### src/sv/spg_pkg.sv
// Shared types, codes and constants of the sensor plausibility gate.
package spg_pkg;

    // Commands carried in s_tuser
    localparam logic [1:0] CMD_VALIDATE = 2'd0;
    localparam logic [1:0] CMD_RECORD   = 2'd1;
    localparam logic [1:0] CMD_CLEAR    = 2'd2;

    // Result codes
    localparam logic [1:0] ST_VALID = 2'd0;
    localparam logic [1:0] ST_RANGE = 2'd1;
    localparam logic [1:0] ST_RATE  = 2'd2;
    localparam logic [1:0] ST_STUCK = 2'd3;

    // Register indexes (byte address = 4 * index)
    localparam logic [2:0] REG_GATE_EN = 3'd0;
    localparam logic [2:0] REG_MIN     = 3'd1;
    localparam logic [2:0] REG_MAX     = 3'd2;
    localparam logic [2:0] REG_RATE    = 3'd3;
    localparam logic [2:0] REG_STUCK   = 3'd4;

    localparam int ADDR_W   = 5;
    localparam int DATA_W   = 32;
    localparam int TIME_W   = 48;
    localparam int RATE_W   = 31;
    localparam int TMO_W    = 16;
    localparam int DIFF_W   = 33;
    localparam int MAG_W    = 32;
    localparam int LHS_W    = 42;           // |delta| * 1000 stays below 2^42
    localparam int DT_W     = 42;           // larger dt can never exceed the rate
    localparam int HALF_W   = DT_W / 2;
    localparam int PROD_W   = RATE_W + HALF_W;
    localparam int RHS_W    = PROD_W + HALF_W;
    localparam int TMO_MS_W = 26;           // timeout * 1000 stays below 2^26
    localparam int MS_W     = 10;

    localparam logic [MS_W-1:0] MS_PER_SEC = 10'd1000;

    localparam int QDEPTH = 4;
    localparam int QPTR_W = $clog2(QDEPTH);
    // Requests that can be in flight: queue, multiply stage, output register
    localparam int OUT_CAP = QDEPTH + 2;

    typedef struct packed {
        logic                     gate_enabled;
        logic signed [DATA_W-1:0] range_lo;
        logic signed [DATA_W-1:0] range_hi;
        logic [RATE_W-1:0]        max_rate;
        logic [TMO_W-1:0]         stuck_limit_s;
    } cfg_t;

    // One classified request handed from front to back
    typedef struct packed {
        logic                     done;
        logic [1:0]               early_status;
        logic                     rate_chk;
        logic                     stuck_chk;
        logic signed [DIFF_W-1:0] diff;
        logic [DT_W-1:0]          dt;
        logic [TIME_W-1:0]        elapsed;
    } entry_t;

endpackage

### src/sv/spg_fifo.sv
// Short request queue between the front end and the check pipeline.
module spg_fifo (
    input  logic            aclk,
    input  logic            aresetn,
    input  logic            push,
    input  spg_pkg::entry_t push_entry,
    output logic            full,
    input  logic            pop,
    output spg_pkg::entry_t pop_entry,
    output logic            empty
);

    spg_pkg::entry_t             slot_reg [spg_pkg::QDEPTH];
    logic [spg_pkg::QPTR_W-1:0]  wr_ptr_reg, wr_ptr_next;
    logic [spg_pkg::QPTR_W-1:0]  rd_ptr_reg, rd_ptr_next;
    logic [spg_pkg::QPTR_W:0]    count_reg, count_next;

    assign full      = (count_reg == (spg_pkg::QPTR_W+1)'(spg_pkg::QDEPTH));
    assign empty     = (count_reg == '0);
    assign pop_entry = slot_reg[rd_ptr_reg];

    always_comb begin
        wr_ptr_next = push ? wr_ptr_reg + 1'b1 : wr_ptr_reg;
        rd_ptr_next = pop  ? rd_ptr_reg + 1'b1 : rd_ptr_reg;
        count_next  = count_reg + (spg_pkg::QPTR_W+1)'(push) - (spg_pkg::QPTR_W+1)'(pop);
    end

    always_ff @(posedge aclk) begin
        if (push) begin
            slot_reg[wr_ptr_reg] <= push_entry;
        end
    end

    always_ff @(posedge aclk) begin
        if (!aresetn) begin
            wr_ptr_reg <= '0;
            rd_ptr_reg <= '0;
            count_reg  <= '0;
        end else begin
            wr_ptr_reg <= wr_ptr_next;
            rd_ptr_reg <= rd_ptr_next;
            count_reg  <= count_next;
        end
    end

endmodule

### config.mk
export PLATFORM = sky130hd
export DESIGN_NAME = spg_fifo
export DESIGN_NICKNAME = d
export VERILOG_FILES = /design/src/sv/spg_pkg.sv /design/src/sv/spg_fifo.sv
export SDC_FILE = /design/constraint.sdc
export NUM_CORES = 1
export LEC_CHECK = 0
export BUFFER_PORTS_ARGS = -buffer_cell sky130_fd_sc_hd__buf_2
export CAP_MARGIN = 0
export CORE_ASPECT_RATIO = 1.5
export CORE_MARGIN = 3
export CORE_UTILIZATION = 45
export CTS_CLUSTER_SIZE = 14
export DETAILED_ROUTE_END_ITERATION = 16
export GPL_TIMING_DRIVEN = 0
export MAX_ROUTING_LAYER = met4
export PLACE_DENSITY_LB_ADDON = 0.1
export SYNTH_ARGS = -nofsm -noshare
export SYNTH_HDL_FRONTEND = slang
export SYNTH_SLANG_ARGS = --single-unit
### constraint.sdc
create_clock -name aclk -period 5.75 [get_ports aclk]
set_input_delay 0.575 -clock aclk [delete_from_list [all_inputs] [get_ports aclk]]
set_output_delay 0.575 -clock aclk [all_outputs]
set_load 0.02 [all_outputs]
==> flow_summary.yaml <==
timing:
  drv_slew: 0
  holdWs_ns: 0.238
  fin_crit_ns: 3.03
  hold_violations: 0
  rsz0062_at_grt: "false"
  relSlewSlack_pct: 47.3
  fin_skew_ns: 0.00728
  fmax_mhz: 330
  min_period_over_period_pct: 52.7
  setup_viol: 0
  worstMarginPinSlew_ns: 0.790
die:
  die-area_um2: 44800
  die_x_um: 174
  start_util_pct: 45.9
  fp.dieH_um: 258
  io_pins: 262
  core-area_um2: 41400
  row_count: 91
global_route:
  grt_pass1_wl_um: 56800
  grt_pass1_vias: 9252
  antenna_found_initial: 6
  grt_use_total_pct: 17.1
  grt_max_degree: 54
  overflow: 0
critical_path:
  worstPathArrival_ns: 2.46
  crit_fanout: 10
  cp-start-kind: "flip-flop"
  worstSetupPathType: "flip-flop to output pin"
  cp.required_ns: 5.18
  cp-end-kind: "output pin"
  r2r-start: "wr_ptr_reg[0]$_SDFFE_PN0P_"
logic_synthesis:
  synthAdderAreaFrac_pct: 0.500
  netlist_area_um2: 19000
  synth_compound_area_share_pct: 0.0790
  seq_area_frac_synth_pct: 81.8
  synthCells: 711
  yosysUniqueCellTypes: 20
  synthMuxAreaShare_pct: 15.2
  synthesis.nets: 850
  syn_avg_cell_area_um2: 26.7
  synth-seq-cells: 521
  ys_warn_count: 0
  synth_top_family_by_area: "multiplexers"
  synth_xor_area_share_pct: 0.217
  yosys.area_share.simple_pct: 0.395
run_status:
  outcome: "finished clean"
cts:
  h-tree-depth: 2
  cts_tree: "done"
  cts_buffers: 48
  clk_latency_ns: 0.55
  clkSlewWorstSetupHoldPaths_ns: 0.06
  numClockSinks: 521
  cts_buffer_depth: 3
  hold_buffers: 0
  cts_setup_buffers: 0
  cts_root_buf: "clkbuf_16"
  postCtsResizedCells: 0
power_and_ir_drop:
  irDropWorstVdd_v: 0.000273
  leakagePower_nw: 7.64
  pwr_density_cell_nw_per_um2: 367
final_layout:
  final_util_pct: 54.8
  seq_area_um2: 15600
  multiInputGateArea_um2: 3130
  final_area_um2: 22700
  fill_cells: 3218
  final_common_cell: "edfxtp_1"
  final_cells: 1629
  largest_register_ffs: 512
  final_cell_mix: "edfxtp_1 (512), buf_2 (274), mux4_2 (128)"
  drive_gt1_share_pct: 46.2
  area_delta_synth_final_pct: 19.5
  nets: 1169
detailed_routing:
  drtPass1Iterations: 4
  first_iter_violations: 478
  drt_wl_total_um: 36900
  dr_total_vias: 8378
  wl_per_cell_um: 22.6
  postRouteAntennaNets: 0
  vias_per_cell: 5.14
  drc: 0
place:
  placed_cell_area_um2: 21200
  port_buffers: 261
  gp_congestion: 0.674
  hpwl_um: 23200
  place_inst: 1538
worst_hold_path:
  hold_path_startpoint: "push_entry[102]"
  hp-class: "input port to flip-flop"
job:
  max_cap_viol_count: 0
worst paths after layout:
path	endpoint	slack, ns	cells after the start
setup / recovery	pop_entry[64]	2.72	4
hold / removal	slot_reg[3][102]$_DFFE_PP_	0.24	1
setup reg to reg	slot_reg[2][44]$_DFFE_PP_	3.58	5
hold reg to reg	rd_ptr_reg[1]$_SDFFE_PN0P_	0.56	2
cell usage after synthesis, drive strengths merged:
master | instances | share of area [%]
edfxtp | 512 | 81
xor3 | 1 | 0.13
a21bo | 1 | 0.053
ha | 6 | 0.39
a21oi | 1 | 0.026
clkbuf | 1 | 0.020
nand3b | 1 | 0.039
fa | 1 | 0.11
and3 | 1 | 0.033
nor2 | 5 | 0.099
dfxtp | 9 | 0.95
xnor2 | 2 | 0.092
nor3 | 1 | 0.026
mux4 | 128 | 15
and2 | 6 | 0.20
buf | 27 | 1.6
mux2i | 1 | 0.053
inv | 7 | 0.14
per-stage QoR:
step | setup WS [ns] | total power, mW | setup TNS, ns
global route | 2.56 | 8.65 | 0
global placement | -1.15 | 5.46 | -557.73
floorplan | 1.74 | 5.10 | 0
CTS | 2.60 | 8.45 | 0
detailed placement | 3.21 | 5.46 | 0
finish | 2.72 | 8.33 | 0
layout make-up:
type                            count  share of cell area, %
Antenna cell                        6                 0.0661
Clock inverter                     23                  0.815
Timing Repair Buffer              269                   6.72
Sequential cell                   521                   68.5
Tap cell                          558                   3.07
Clock buffer                       62                   5.61
Buffer                             28                   1.38
Multi-Input combinational cell    155                   13.8
Inverter                            7                  0.116
logic make-up after synthesis:
logic type,count (synthesis)
AND/OR/NAND/NOR,14
AO/OA/AOI/OAI,2
buffers and inverters,35
XOR/XNOR,3
multiplexers,129
flip-flops,521
adder cells (fa/ha/maj),7
power by group:
| part | internal (mW) | leakage, nW | switching (mW) | total [mW] |
|---|---|---|---|---|
| Sequential | 4.36 | 4.78 | 0.0393 | 4.40 |
| Clock | 1.69 | 0.715 | 1.29 | 2.98 |
| Combinational | 0.396 | 2.15 | 0.547 | 0.943 |
| Total | 6.45 | 7.64 | 1.88 | 8.33 |
critical path, cell delays in order (launching register included):
cell,delay [ns]
dfxtp_1,0.32
clkbuf_1,0.60
buf_2,0.43
mux4_2,0.36
buf_2,0.19
layer usage:
| metal | GRT usage (%) | vias up | wire length (um) |
|---|---|---|---|
| met5 | - | - | 0 |
| met4 | 4.18 | 0 | 661 |
| met3 | 4.53 | 50 | 2410 |
| met2 | 29.0 | 205 | 19700 |
| met1 | 20.5 | 4404 | 14100 |
| li1 | - | 3719 | - |
Power figures use the tool's default switching activity.
