**src/sv/spg_pkg.sv**
```systemverilog
// Shared types, codes and constants of the sensor plausibility gate.
package spg_pkg;

    // Commands carried in s_tuser
    localparam logic [1:0] CMD_VALIDATE = 2'd0;
    localparam logic [1:0] CMD_RECORD   = 2'd1;
    localparam logic [1:0] CMD_CLEAR    = 2'd2;

    // Result codes
    localparam logic [1:0] ST_VALID = 2'd0;
    localparam logic [1:0] ST_RANGE = 2'd1;
    localparam logic [1:0] ST_RATE  = 2'd2;
    localparam logic [1:0] ST_STUCK = 2'd3;

    // Register indexes (byte address = 4 * index)
    localparam logic [2:0] REG_GATE_EN = 3'd0;
    localparam logic [2:0] REG_MIN     = 3'd1;
    localparam logic [2:0] REG_MAX     = 3'd2;
    localparam logic [2:0] REG_RATE    = 3'd3;
    localparam logic [2:0] REG_STUCK   = 3'd4;

    localparam int ADDR_W   = 5;
    localparam int DATA_W   = 32;
    localparam int TIME_W   = 48;
    localparam int RATE_W   = 31;
    localparam int TMO_W    = 16;
    localparam int DIFF_W   = 33;
    localparam int MAG_W    = 32;
    localparam int LHS_W    = 42;           // |delta| * 1000 stays below 2^42
    localparam int DT_W     = 42;           // larger dt can never exceed the rate
    localparam int HALF_W   = DT_W / 2;
    localparam int PROD_W   = RATE_W + HALF_W;
    localparam int RHS_W    = PROD_W + HALF_W;
    localparam int TMO_MS_W = 26;           // timeout * 1000 stays below 2^26
    localparam int MS_W     = 10;

    localparam logic [MS_W-1:0] MS_PER_SEC = 10'd1000;

    localparam int QDEPTH = 4;
    localparam int QPTR_W = $clog2(QDEPTH);
    // Requests that can be in flight: queue, multiply stage, output register
    localparam int OUT_CAP = QDEPTH + 2;

    typedef struct packed {
        logic                     gate_enabled;
        logic signed [DATA_W-1:0] range_lo;
        logic signed [DATA_W-1:0] range_hi;
        logic [RATE_W-1:0]        max_rate;
        logic [TMO_W-1:0]         stuck_limit_s;
    } cfg_t;

    // One classified request handed from front to back
    typedef struct packed {
        logic                     done;
        logic [1:0]               early_status;
        logic                     rate_chk;
        logic                     stuck_chk;
        logic signed [DIFF_W-1:0] diff;
        logic [DT_W-1:0]          dt;
        logic [TIME_W-1:0]        elapsed;
    } entry_t;

endpackage

```
**src/sv/spg_back.sv**
```systemverilog
// Back end: rate and stuck checks in a multiply stage and a compare stage.
module spg_back (
    input  logic            aclk,
    input  logic            aresetn,
    input  spg_pkg::cfg_t   cfg,
    input  logic            q_empty,
    input  spg_pkg::entry_t q_entry,
    output logic            q_pop,
    output logic            m_tvalid,
    input  logic            m_tready,
    output logic [7:0]      m_tdata    // [1:0] status, [7:2] zero
);

    logic                          advance;
    logic [spg_pkg::MAG_W-1:0]     mag;
    logic [spg_pkg::TMO_MS_W-1:0]  stuck_limit_ms;

    // multiply stage
    logic                          b1_valid_reg, b1_valid_next;
    logic                          b1_done_reg;
    logic [1:0]                    b1_early_reg;
    logic                          b1_rate_chk_reg;
    logic                          b1_stuck_chk_reg;
    logic [spg_pkg::LHS_W-1:0]     b1_lhs_reg;
    logic [spg_pkg::PROD_W-1:0]    b1_plo_reg;
    logic [spg_pkg::PROD_W-1:0]    b1_phi_reg;
    logic                          b1_stuck_hit_reg;

    // compare stage / output register
    logic [spg_pkg::RHS_W-1:0]     rhs;
    logic                          rate_hit;
    logic [1:0]                    status_next;
    logic                          out_valid_reg, out_valid_next;
    logic [1:0]                    status_reg;

    assign advance  = !out_valid_reg || m_tready;
    assign q_pop    = advance && !q_empty;
    assign m_tvalid = out_valid_reg;
    assign m_tdata  = {6'd0, status_reg};

    assign mag = q_entry.diff[spg_pkg::DIFF_W-1] ?
                 spg_pkg::MAG_W'(-q_entry.diff) : q_entry.diff[spg_pkg::MAG_W-1:0];
    assign stuck_limit_ms = spg_pkg::TMO_MS_W'(cfg.stuck_limit_s) *
                            spg_pkg::TMO_MS_W'(spg_pkg::MS_PER_SEC);

    always_ff @(posedge aclk) begin
        if (advance) begin
            b1_done_reg      <= q_entry.done;
            b1_early_reg     <= q_entry.early_status;
            b1_rate_chk_reg  <= q_entry.rate_chk;
            b1_stuck_chk_reg <= q_entry.stuck_chk;
            b1_lhs_reg       <= spg_pkg::LHS_W'(mag) * spg_pkg::LHS_W'(spg_pkg::MS_PER_SEC);
            b1_plo_reg       <= spg_pkg::PROD_W'(cfg.max_rate) *
                                spg_pkg::PROD_W'(q_entry.dt[spg_pkg::HALF_W-1:0]);
            b1_phi_reg       <= spg_pkg::PROD_W'(cfg.max_rate) *
                                spg_pkg::PROD_W'(q_entry.dt[spg_pkg::DT_W-1:spg_pkg::HALF_W]);
            b1_stuck_hit_reg <= q_entry.elapsed > spg_pkg::TIME_W'(stuck_limit_ms);
        end
    end

    always_comb begin
        rhs      = {b1_phi_reg, {spg_pkg::HALF_W{1'b0}}} + spg_pkg::RHS_W'(b1_plo_reg);
        rate_hit = spg_pkg::RHS_W'(b1_lhs_reg) > rhs;
        if (b1_done_reg) begin
            status_next = b1_early_reg;
        end else if (b1_rate_chk_reg && rate_hit) begin
            status_next = spg_pkg::ST_RATE;
        end else if (b1_stuck_chk_reg && b1_stuck_hit_reg) begin
            status_next = spg_pkg::ST_STUCK;
        end else begin
            status_next = spg_pkg::ST_VALID;
        end
        b1_valid_next  = advance ? !q_empty : b1_valid_reg;
        out_valid_next = advance ? b1_valid_reg : out_valid_reg;
    end

    always_ff @(posedge aclk) begin
        if (advance) begin
            status_reg <= status_next;
        end
    end

    always_ff @(posedge aclk) begin
        if (!aresetn) begin
            b1_valid_reg  <= 1'b0;
            out_valid_reg <= 1'b0;
        end else begin
            b1_valid_reg  <= b1_valid_next;
            out_valid_reg <= out_valid_next;
        end
    end

endmodule

```
**config.mk**
```make
export PLATFORM = sky130hd
export DESIGN_NAME = spg_back
export DESIGN_NICKNAME = d
export VERILOG_FILES = /design/src/sv/spg_pkg.sv /design/src/sv/spg_back.sv
export SDC_FILE = /design/constraint.sdc
export NUM_CORES = 2
export LEC_CHECK = 0
export BUFFER_PORTS_ARGS = -buffer_cell sky130_fd_sc_hd__buf_2
export CORE_MARGIN = 5
export CORE_UTILIZATION = 58
export DETAILED_ROUTE_END_ITERATION = 10
export GPL_TIMING_DRIVEN = 0
export PLACE_DENSITY = 0.76
export SLEW_MARGIN = 10
export SYNTH_ARGS = -nofsm -noshare
export SYNTH_HDL_FRONTEND = slang
export SYNTH_SLANG_ARGS = --single-unit
```
**constraint.sdc**
```tcl
create_clock -name aclk -period 15.1 [get_ports aclk]
set_input_delay 3.02 -clock aclk [delete_from_list [all_inputs] [get_ports aclk]]
set_output_delay 3.02 -clock aclk [all_outputs]
set_load 0.03 [all_outputs]
```
==> reports/results.ini <==
[run_status]
status = finished, final reports clean

[clock_tree]
clk_latency_ns = 0.44
cts_hold_buf = 0
htreeDepth = 4
cts_setup_buffers = 0
cts_tree = built
cts_resized = 0
numCtsBuffers = 17
clockBufferDepth = 2
cts.sinks = 153
clk_pin_slew_ns = 0.07
root_buffer = clkbuf_16

[worst_setup_path]
cp-end-kind = flip-flop
reg2reg_depth = 21
critPathMaxFanout = 10
worstPathArrival_ns = 12.48
crit_type = input port to flip-flop
start_kind = input port
crit_required_ns = 15.29

[sta]
hold_violations = 0
slew_viol_final = 0
worst_pin_slew_ns = 1.31
min_period_over_period_pct = 81.4
fmax_mhz = 81.4
grt_setup_unrepaired = false
fin_skew_ns = 0.0102
post-route-min-period_ns = 12.28
setup_viol = 0
max_slew_margin_pct = 12.4
fin_setup_tns_ns = 0

[floorplan]
placementRows = 117
ioPinCount = 254
design.die.area_mm2 = 0.108
die-width_um = 329
die_h_um = 329
core_mm2 = 0.101
start_util_pct = 58.2

[yosys]
syn_inst = 6498
synthDistinctLibCells = 72
ys.flop_type = edfxtp_1
ys_ff_latch = 153
synth_async_sr_flop_share_pct = 0
synth.avg_cell_area_um2 = 9.09
synth_edf_count = 151
ys.warnings.count = 0
synth.yosys.seq_area_share_pct = 7.75
syn_area_mm2 = 0.0590

[global_routing]
antenna_found_initial = 28
grt_pass1_wl_um = 277000
grt_max_degree = 99
grt_pass1_vias = 47094
grt.overflow.total = 0
grt_use_total_pct = 34.1

[final_layout]
layout.nets = 8773
design_area_mm2 = 0.0623
syn2layout_area_growth_pct = 5.56
final_common_cell = inv_1
mostFrequentLayoutCells = inv_1 (1606), fa_1 (1269), and2_1 (711), nand2_1 (705), ha_1 (555)
drive_gt1_share_pct = 3.71

[detailed_routing]
dr.first_iter.drc_count = 4216
route.detailed.drc = 0
wl_per_cell_um = 22.5
dr_total_vias = 45902
vias_per_cell = 5.66
drt_pre_antenna_iters = 6
drt-total-wl_um = 183000
antenna_left = 0

[placement]
place.gp.congestion = 1.03
place_hpwl_um = 156000
post_dp_cell_area_mm2 = 0.0617
io_buffers = 182

[hold_path]
hold_class = flip-flop to flip-flop
hold_depth = 1

[job]
timing.max_cap.violations = 0

[synth_stat cells (4+ instances only)]
master	n	area share [%]
nor4_1	18	0.19
ha_1	555	12
and2_1	711	7.5
buf_4	6	0.076
a41oi_1	4	0.059
a311oi_1	8	0.12
o21a_1	28	0.36
o31ai_1	14	0.18
a221oi_1	4	0.059
or2_2	9	0.095
fa_1	1269	43
edfxtp_1	151	7.7
nor4b_1	5	0.074
nand4_1	52	0.55
o21bai_1	27	0.34
o21ai_0	109	0.92
a21boi_0	7	0.089
a21o_1	126	1.6
nand2_1	705	4.5
a31oi_1	14	0.15
and4_1	6	0.089
a211o_1	8	0.12
nor2b_1	27	0.29
nor3_1	45	0.38
o31a_1	6	0.089
a21oi_1	180	1.5
clkbuf_1	285	1.8
nand2b_1	22	0.23
xnor2_1	137	2.0
a31o_2	7	0.10
inv_1	1607	10
a211oi_1	17	0.22
or4_1	6	0.076
and3_1	19	0.20
or3_1	5	0.053
o2111ai_1	6	0.089
xor2_1	64	0.95
nor2_1	123	0.78
o211ai_1	5	0.064
nand3_1	46	0.39
[per-stage QoR]
stage | cells | setup slack [ns] | hold slack, ns | utilization (%)
floorplan | 6503 | 5.20 | 0.441 | -
global placement | 8053 | 2.69 | 0.448 | 60.8
detailed placement | 8054 | 2.63 | 0.464 | 60.8
CTS | 8085 | 3.09 | 0.480 | 61.4
global route | 8089 | 2.63 | 0.495 | 61.4
finish | 8105 | 2.82 | 0.473 | 61.4
[routing by layer]
layer | track usage [%] | vias up | routed length, um
li1 | - | 19925 | -
met1 | 45.1 | 23030 | 68600
met2 | 51.4 | 2355 | 79000
met3 | 9.53 | 578 | 21500
met4 | 18.7 | 14 | 13400
met5 | 0 | - | 97
[worst paths after layout]
kind | startpoint | to | slack (ns)
max reg2reg | b1_phi_reg[0] | status_reg[0] | 9.79
min reg2reg | b1_valid_reg | m_tvalid | 0.47
min | b1_valid_reg | m_tvalid | 0.47
max | cfg[25] | b1_plo_reg[47] | 2.82
[critical path, cell delays in order]
cell       delay (ns)
buf_2            0.24
clkbuf_1         0.93
and2_1           0.28
fa_1             0.45
fa_1             0.51
inv_1            0.05
fa_1             0.54
inv_1            0.05
fa_1             0.49
inv_1            0.05
fa_1             0.48
inv_1            0.07
fa_1             0.54
inv_1            0.06
fa_1             0.56
inv_1            0.06
ha_1             0.36
nand2_1          0.11
nor3_1           0.28
nor4b_1          0.99
o2111ai_1        0.42
a2111oi_0        0.74
o21ai_0          0.25
nand2b_1         0.22
a21o_1           0.23
a31oi_1          0.15
o21ai_0          0.23
xnor2_1          0.10
[layout make-up]
| type | instances | area, um^2 |
|---|---|---|
| tap | 1368 | 1710 |
| antenna | 20 | 50.0 |
| inverter | 1607 | 6040 |
| timing repair buffer | 183 | 938 |
| clock buffer | 17 | 425 |
| fill | 8818 | 39100 |
| buffer | 292 | 1120 |
| clock inverter | 14 | 136 |
| sequential | 153 | 4570 |
| multi-input combinational | 4451 | 47300 |
[kinds of logic after synthesis]
logic type	Yosys count	share of synthesized area, %
AO/OA/AOI/OAI	605	6.68
adder cells (fa/ha/maj)	1824	54.8
flip-flops	153	7.75
multiplexers	2	0.0339
XOR/XNOR	201	2.98
buffers and inverters	1899	12.1
AND/OR/NAND/NOR	1813	15.6
other	1	0.00635
Power is not shown: default switching activity piles up to over one toggle a cycle in this logic, so the estimate is an artifact.
