===== src/sv/spg_pkg.sv =====
// Shared types, codes and constants of the sensor plausibility gate.
package spg_pkg;

    // Commands carried in s_tuser
    localparam logic [1:0] CMD_VALIDATE = 2'd0;
    localparam logic [1:0] CMD_RECORD   = 2'd1;
    localparam logic [1:0] CMD_CLEAR    = 2'd2;

    // Result codes
    localparam logic [1:0] ST_VALID = 2'd0;
    localparam logic [1:0] ST_RANGE = 2'd1;
    localparam logic [1:0] ST_RATE  = 2'd2;
    localparam logic [1:0] ST_STUCK = 2'd3;

    // Register indexes (byte address = 4 * index)
    localparam logic [2:0] REG_GATE_EN = 3'd0;
    localparam logic [2:0] REG_MIN     = 3'd1;
    localparam logic [2:0] REG_MAX     = 3'd2;
    localparam logic [2:0] REG_RATE    = 3'd3;
    localparam logic [2:0] REG_STUCK   = 3'd4;

    localparam int ADDR_W   = 5;
    localparam int DATA_W   = 32;
    localparam int TIME_W   = 48;
    localparam int RATE_W   = 31;
    localparam int TMO_W    = 16;
    localparam int DIFF_W   = 33;
    localparam int MAG_W    = 32;
    localparam int LHS_W    = 42;           // |delta| * 1000 stays below 2^42
    localparam int DT_W     = 42;           // larger dt can never exceed the rate
    localparam int HALF_W   = DT_W / 2;
    localparam int PROD_W   = RATE_W + HALF_W;
    localparam int RHS_W    = PROD_W + HALF_W;
    localparam int TMO_MS_W = 26;           // timeout * 1000 stays below 2^26
    localparam int MS_W     = 10;

    localparam logic [MS_W-1:0] MS_PER_SEC = 10'd1000;

    localparam int QDEPTH = 4;
    localparam int QPTR_W = $clog2(QDEPTH);
    // Requests that can be in flight: queue, multiply stage, output register
    localparam int OUT_CAP = QDEPTH + 2;

    typedef struct packed {
        logic                     gate_enabled;
        logic signed [DATA_W-1:0] range_lo;
        logic signed [DATA_W-1:0] range_hi;
        logic [RATE_W-1:0]        max_rate;
        logic [TMO_W-1:0]         stuck_limit_s;
    } cfg_t;

    // One classified request handed from front to back
    typedef struct packed {
        logic                     done;
        logic [1:0]               early_status;
        logic                     rate_chk;
        logic                     stuck_chk;
        logic signed [DIFF_W-1:0] diff;
        logic [DT_W-1:0]          dt;
        logic [TIME_W-1:0]        elapsed;
    } entry_t;

endpackage


===== src/sv/spg_regs.sv =====
// APB configuration register file of the plausibility gate.
module spg_regs (
    input  logic                       aclk,
    input  logic                       aresetn,
    input  logic                       psel,
    input  logic                       penable,
    input  logic                       pwrite,
    input  logic [spg_pkg::ADDR_W-1:0] paddr,
    input  logic [spg_pkg::DATA_W-1:0] pwdata,
    output logic [spg_pkg::DATA_W-1:0] prdata,
    output logic                       pready,
    output spg_pkg::cfg_t              cfg
);

    spg_pkg::cfg_t cfg_reg;
    spg_pkg::cfg_t cfg_next;
    logic [2:0]    index;
    logic          wr_en;

    assign pready = 1'b1;
    assign index  = paddr[spg_pkg::ADDR_W-1:2];
    assign wr_en  = psel & penable & pwrite & pready;
    assign cfg    = cfg_reg;

    always_comb begin
        cfg_next = cfg_reg;
        if (wr_en) begin
            case (index)
                spg_pkg::REG_GATE_EN: cfg_next.gate_enabled = pwdata[0];
                spg_pkg::REG_MIN:     cfg_next.range_lo = pwdata;
                spg_pkg::REG_MAX:     cfg_next.range_hi = pwdata;
                spg_pkg::REG_RATE:    cfg_next.max_rate = pwdata[spg_pkg::RATE_W-1:0];
                spg_pkg::REG_STUCK:   cfg_next.stuck_limit_s = pwdata[spg_pkg::TMO_W-1:0];
                default: ;
            endcase
        end
    end

    always_comb begin
        case (index)
            spg_pkg::REG_GATE_EN: prdata = {31'd0, cfg_reg.gate_enabled};
            spg_pkg::REG_MIN:     prdata = cfg_reg.range_lo;
            spg_pkg::REG_MAX:     prdata = cfg_reg.range_hi;
            spg_pkg::REG_RATE:    prdata = {1'b0, cfg_reg.max_rate};
            spg_pkg::REG_STUCK:   prdata = {16'd0, cfg_reg.stuck_limit_s};
            default:              prdata = '0;
        endcase
    end

    always_ff @(posedge aclk) begin
        if (!aresetn) begin
            cfg_reg.gate_enabled  <= 1'b0;
            cfg_reg.range_lo      <= 32'sh8000_0000;
            cfg_reg.range_hi      <= 32'sh7FFF_FFFF;
            cfg_reg.max_rate      <= '0;
            cfg_reg.stuck_limit_s <= '0;
        end else begin
            cfg_reg <= cfg_next;
        end
    end

endmodule


===== config.mk =====
export PLATFORM = sky130hd
export DESIGN_NAME = spg_regs
export DESIGN_NICKNAME = d
export VERILOG_FILES = /design/src/sv/spg_pkg.sv /design/src/sv/spg_regs.sv
export SDC_FILE = /design/constraint.sdc
export NUM_CORES = 1
export LEC_CHECK = 0
export BUFFER_PORTS_ARGS = -buffer_cell sky130_fd_sc_hd__buf_2
export CORE_ASPECT_RATIO = 1.2
export CORE_MARGIN = 2
export CORE_UTILIZATION = 50
export CTS_CLUSTER_DIAMETER = 40
export CTS_CLUSTER_SIZE = 12
export DETAILED_ROUTE_END_ITERATION = 8
export PLACE_DENSITY_LB_ADDON = 0.08
export SYNTH_ARGS = -nofsm -noshare
export SYNTH_HDL_FRONTEND = slang
export SYNTH_SLANG_ARGS = --single-unit
export TNS_END_PERCENT = 100

===== constraint.sdc =====
create_clock -name aclk -period 1.35 [get_ports aclk]
set_input_delay 0.135 -clock aclk [delete_from_list [all_inputs] [get_ports aclk]]
set_output_delay 0.135 -clock aclk [all_outputs]
set_load 0.02 [all_outputs]

==> results.md <==
- The flow ran to the end, but the final reports show violations.
- The checks that failed: setup timing.
- The first-pass GRT wire length is 23.9 mm.
- Among all flip-flop cells after synthesis, the most frequent one is sky130_fd_sc_hd__dfxtp_1.
- The share of the clock period used by the worst path is 109%.
- The clock network burns 40.6% of the power.
- The startpoint identified for the worst register-to-register timing path is cfg[47].
- The post-synthesis area per instance is 9.58 sq um.
- The number of pins with negative max-slew slack in the final report is 0.
- The largest vdd supply drop is 0.000535 V.
- The critical path goes through and3b_1 -> a31oi_1 -> o22ai_2 -> buf_6.
- The DRC violations left is 0.
- The most critical setup path has its endpoint at prdata[0].
- Setup repair after global routing could not meet its margin everywhere.
- The worst-case clock buffer depth is 2.
- Summed over all layers, the routed wires come to 15.0 mm.
- The net count of the finished layout is 802.
- The post-synthesis instance total is 559.
- The average vias per placed instance is 5.34.
- The number of clock buffers added by TritonCTS is 9.
- The critical register-to-register path endpoint is cfg[47].
- The routed layout has 4773 vias.
- The number of placed instances, taps included, is 856.
- The number of enable-type register cells in the synthesized netlist is 0.
- Of all flip-flops after synthesis, the portion carrying an async set or reset was 0%.
- The worst setup path is launched from a register.
- The initial antenna violation count is 0.
- Hold timing on the final database bottoms out at a slack of 0.0586 ns.
- The final critical-path required period is 1.47 ns.
- The fraction of power spent switching nets is 23.8%.
- The longest individual stage delay on the worst path is 0.33 ns.
- The antenna violation net count after detailed routing is 0.
- The floorplan step set the die height to 117 microns.
- The analysis attributes to net switching a power of 1.68 mW.
- After layout, the worst setup slack is -0.116 ns.
- The DRC marker count from the first detailed-route iteration is 191.
- Input and output buffers added on the ports amount to 183.
- The x dimension of the die is 98.5 microns.
- For the worst flop-to-flop path, the logic depth is 3.
- For this design the static power due to leakage is 3.02 nW.
- In this run, synthesis produced a sequential element count of 112.
- Clock skew on the completed layout was measured at 0 ns.
- The clock insertion delay at the later pin of the skew report is 0.34 ns.
- The repair_antennas step left the layout with diodes totalling 0.
- In this run the clock root is driven by a sky130_fd_sc_hd__clkbuf_16.
- The total number of placement rows is 41.
- The worst register-to-register path has a setup slack of 0.56 ns.
- The required time at the endpoint of the critical path is 1.22 ns.
- The number of global-route vias before repair is 4672.
- The highest fanout seen on the critical path is 3.
- The maximum clock rate is 682 MHz.
- The count of boundary I/O pins is 187.
- The CTS tree is done.
- The path class of the lowest-slack min-delay path is input port to register.
- In the final routed layout, each cell accounts on average for 16.8 microns.
- The non-filler instance count after layout is 894.
- The number of maximum-capacitance violations is 0.
- The net count of the mapped netlist is 601.
- The sequential fraction of the synthesis area is 41.8%.
- The power share of the sequential group is 47.5%.
- The initial utilization of the core area, before any placement, comes to 51.2%.
- The internal power of the cells totals 5.38 mW.
- At the worst endpoint, the arrival time is 1.33 ns.
- The cell with the largest stage delay on the worst path is sky130_fd_sc_hd__dfxtp_1.
- The worst setup path is captured at an output port.
- The most critical setup path has its startpoint at cfg[79].
- For this design the ratio of total power to cell area is 961 mW/mm^2.
- In the final layout, the share of cells above drive strength 1 is 45.0%.
- The final weighted congestion in routability-driven placement is 0.799.
- The distinct cell type count of the synthesized netlist is 28.
- The H-tree depth is 3.
- The die outline area is 0.0116 sq mm.
- The Yosys step of the flow raised 0 warnings.
- The first TritonRoute pass finished after 4 iterations.
- The layout overhead on the synthesized area is 37.0%.
- The number of endpoints failing setup at the final stage is 16.
- Entering global routing, the biggest net connects 61 pins.
- For this run the aggregate overflow at the end of global routing stands at 0.
- CTS saw 112 sinks.
- The register with the most flip-flops in the layout has 112 of them.
- The half-perimeter wire length after placement is 10.4 mm.
- After synthesis the cells add up to 0.00536 sq mm.
- In the global route stage, overall resource usage came out at 25.4%.
- Combinational cells account for 12.0% of the total power.
- The standard cell core area is 0.0105 sq mm.
- The critical path is of the register to output port type.
- The register clock-pin slew on the reported worst setup and hold paths is 0.07 ns.
- The number of endpoints with negative hold slack in the final report is 0.
-- per-layer routing --
metal | GRT usage (%) | wire length (microns) | vias to the layer above
met5 | 0 | 0 | -
met3 | 5.13 | 845 | 21
met1 | 31.4 | 6190 | 2288
met4 | 6.76 | 208 | 0
met2 | 44.7 | 7760 | 156
li1 | - | - | 2308
-- layout make-up --
| type | count | area [sq um] |
|---|---|---|
| Clock buffer | 11 | 243 |
| Multi-Input combinational cell | 399 | 3040 |
| Clock inverter | 5 | 78.8 |
| Sequential cell | 112 | 2280 |
| Tap cell | 129 | 161 |
| Fill cell | 835 | 3120 |
| Timing Repair Buffer | 237 | 1540 |
| Inverter | 1 | 3.75 |
-- worst min-delay path by stage --
stage,slack [ns],end,start,depth (start not counted)
5_1_grt,0.06,cfg[51],pwdata[4],3
2_1_floorplan,0.28,cfg[78],pwdata[31],2
3_3_place_gp,0.40,cfg[78],pwdata[31],3
4_1_cts,0.05,cfg[67],pwdata[20],3
6_report,0.06,cfg[67],pwdata[20],3
3_5_place_dp,0.41,cfg[67],pwdata[20],3
-- kinds of logic (layout without fill, tap and decap cells) --
| family | Yosys count | count (layout) | share of synthesized area [%] |
|---|---|---|---|
| buffers and inverters | 48 | 254 | 5.58 |
| AO/OA/AOI/OAI | 51 | 51 | 6.75 |
| multiplexers | 142 | 142 | 26.9 |
| flip-flops | 112 | 112 | 41.8 |
| other | 1 | 1 | 0.0700 |
| AND/OR/NAND/NOR | 205 | 205 | 18.8 |
-- critical path: cells and delay by family, from the launching register on --
| kind | cells | cell delay [ns] |
|---|---|---|
| flip-flops | 1 | 0.33 |
| AND/OR/NAND/NOR | 1 | 0.18 |
| buffers and inverters | 1 | 0.14 |
| AO/OA/AOI/OAI | 2 | 0.34 |
-- cells in the final DEF, fill, tap and decap left out, drive strengths merged --
master,instances
nand4b,1
a31oi,1
o22ai,16
inv,2
bufinv,2
nor2b,67
nand4,1
nor2,17
nand3,1
o311ai,1
buf,237
conb,1
o41ai,1
clkbuf,11
mux2i,126
and3b,1
nand2b,1
nand2,113
mux2,16
nor3b,1
dfxtp,112
clkinv,2
nor3,2
a22oi,31
a21oi,1
-- timing repair --
action	in CTS	in global routing
pin swaps	2	3
endpoints found under the hold margin	0	0
cloned	0	0
endpoints found under the setup margin	17	29
gates resized for setup	45	43
hold buffers	0	0
setup buffers	17	5
-- synthesized netlist by cell type (2+ instances only) --
cell type | instances | share of area, %
sky130_fd_sc_hd__nor2_1 | 16 | 1.1
sky130_fd_sc_hd__clkbuf_1 | 16 | 1.1
sky130_fd_sc_hd__a22oi_1 | 31 | 4.3
sky130_fd_sc_hd__mux2_2 | 16 | 3.4
sky130_fd_sc_hd__buf_6 | 11 | 2.3
sky130_fd_sc_hd__nor2b_1 | 67 | 7.8
sky130_fd_sc_hd__o22ai_1 | 16 | 1.9
sky130_fd_sc_hd__nand2_1 | 113 | 7.9
sky130_fd_sc_hd__buf_2 | 7 | 0.65
sky130_fd_sc_hd__dfxtp_1 | 112 | 42
sky130_fd_sc_hd__mux2i_1 | 126 | 24
sky130_fd_sc_hd__nor3_4 | 2 | 0.61
sky130_fd_sc_hd__buf_1 | 5 | 0.35
sky130_fd_sc_hd__buf_4 | 7 | 0.98
-- power by group through the flow --
stage	sequential [mW]	clock [mW]	combinational, mW
floorplan	3.45	0	0.459
global placement	3.42	0	0.761
detailed placement	3.42	0	0.776
CTS	3.35	2.91	0.809
global route	3.35	3.03	0.912
finish	3.35	2.86	0.846
-- metrics by stage --
stage	TNS (ns)	worst slack [ns]	total power, mW	area, sq um	utilization [%]
2_1_floorplan	0	0.0688	3.91	5420	-
3_3_place_gp	0	0.00541	4.18	6600	63.1
3_5_place_dp	-0.407	-0.0561	4.20	6600	63.1
4_1_cts	-1.22	-0.110	7.07	7160	68.4
5_1_grt	-1.83	-0.173	7.29	7340	70.2
6_report	-0.926	-0.116	7.05	7340	70.2
No activity file was read; power rests on OpenSTA's default activity.
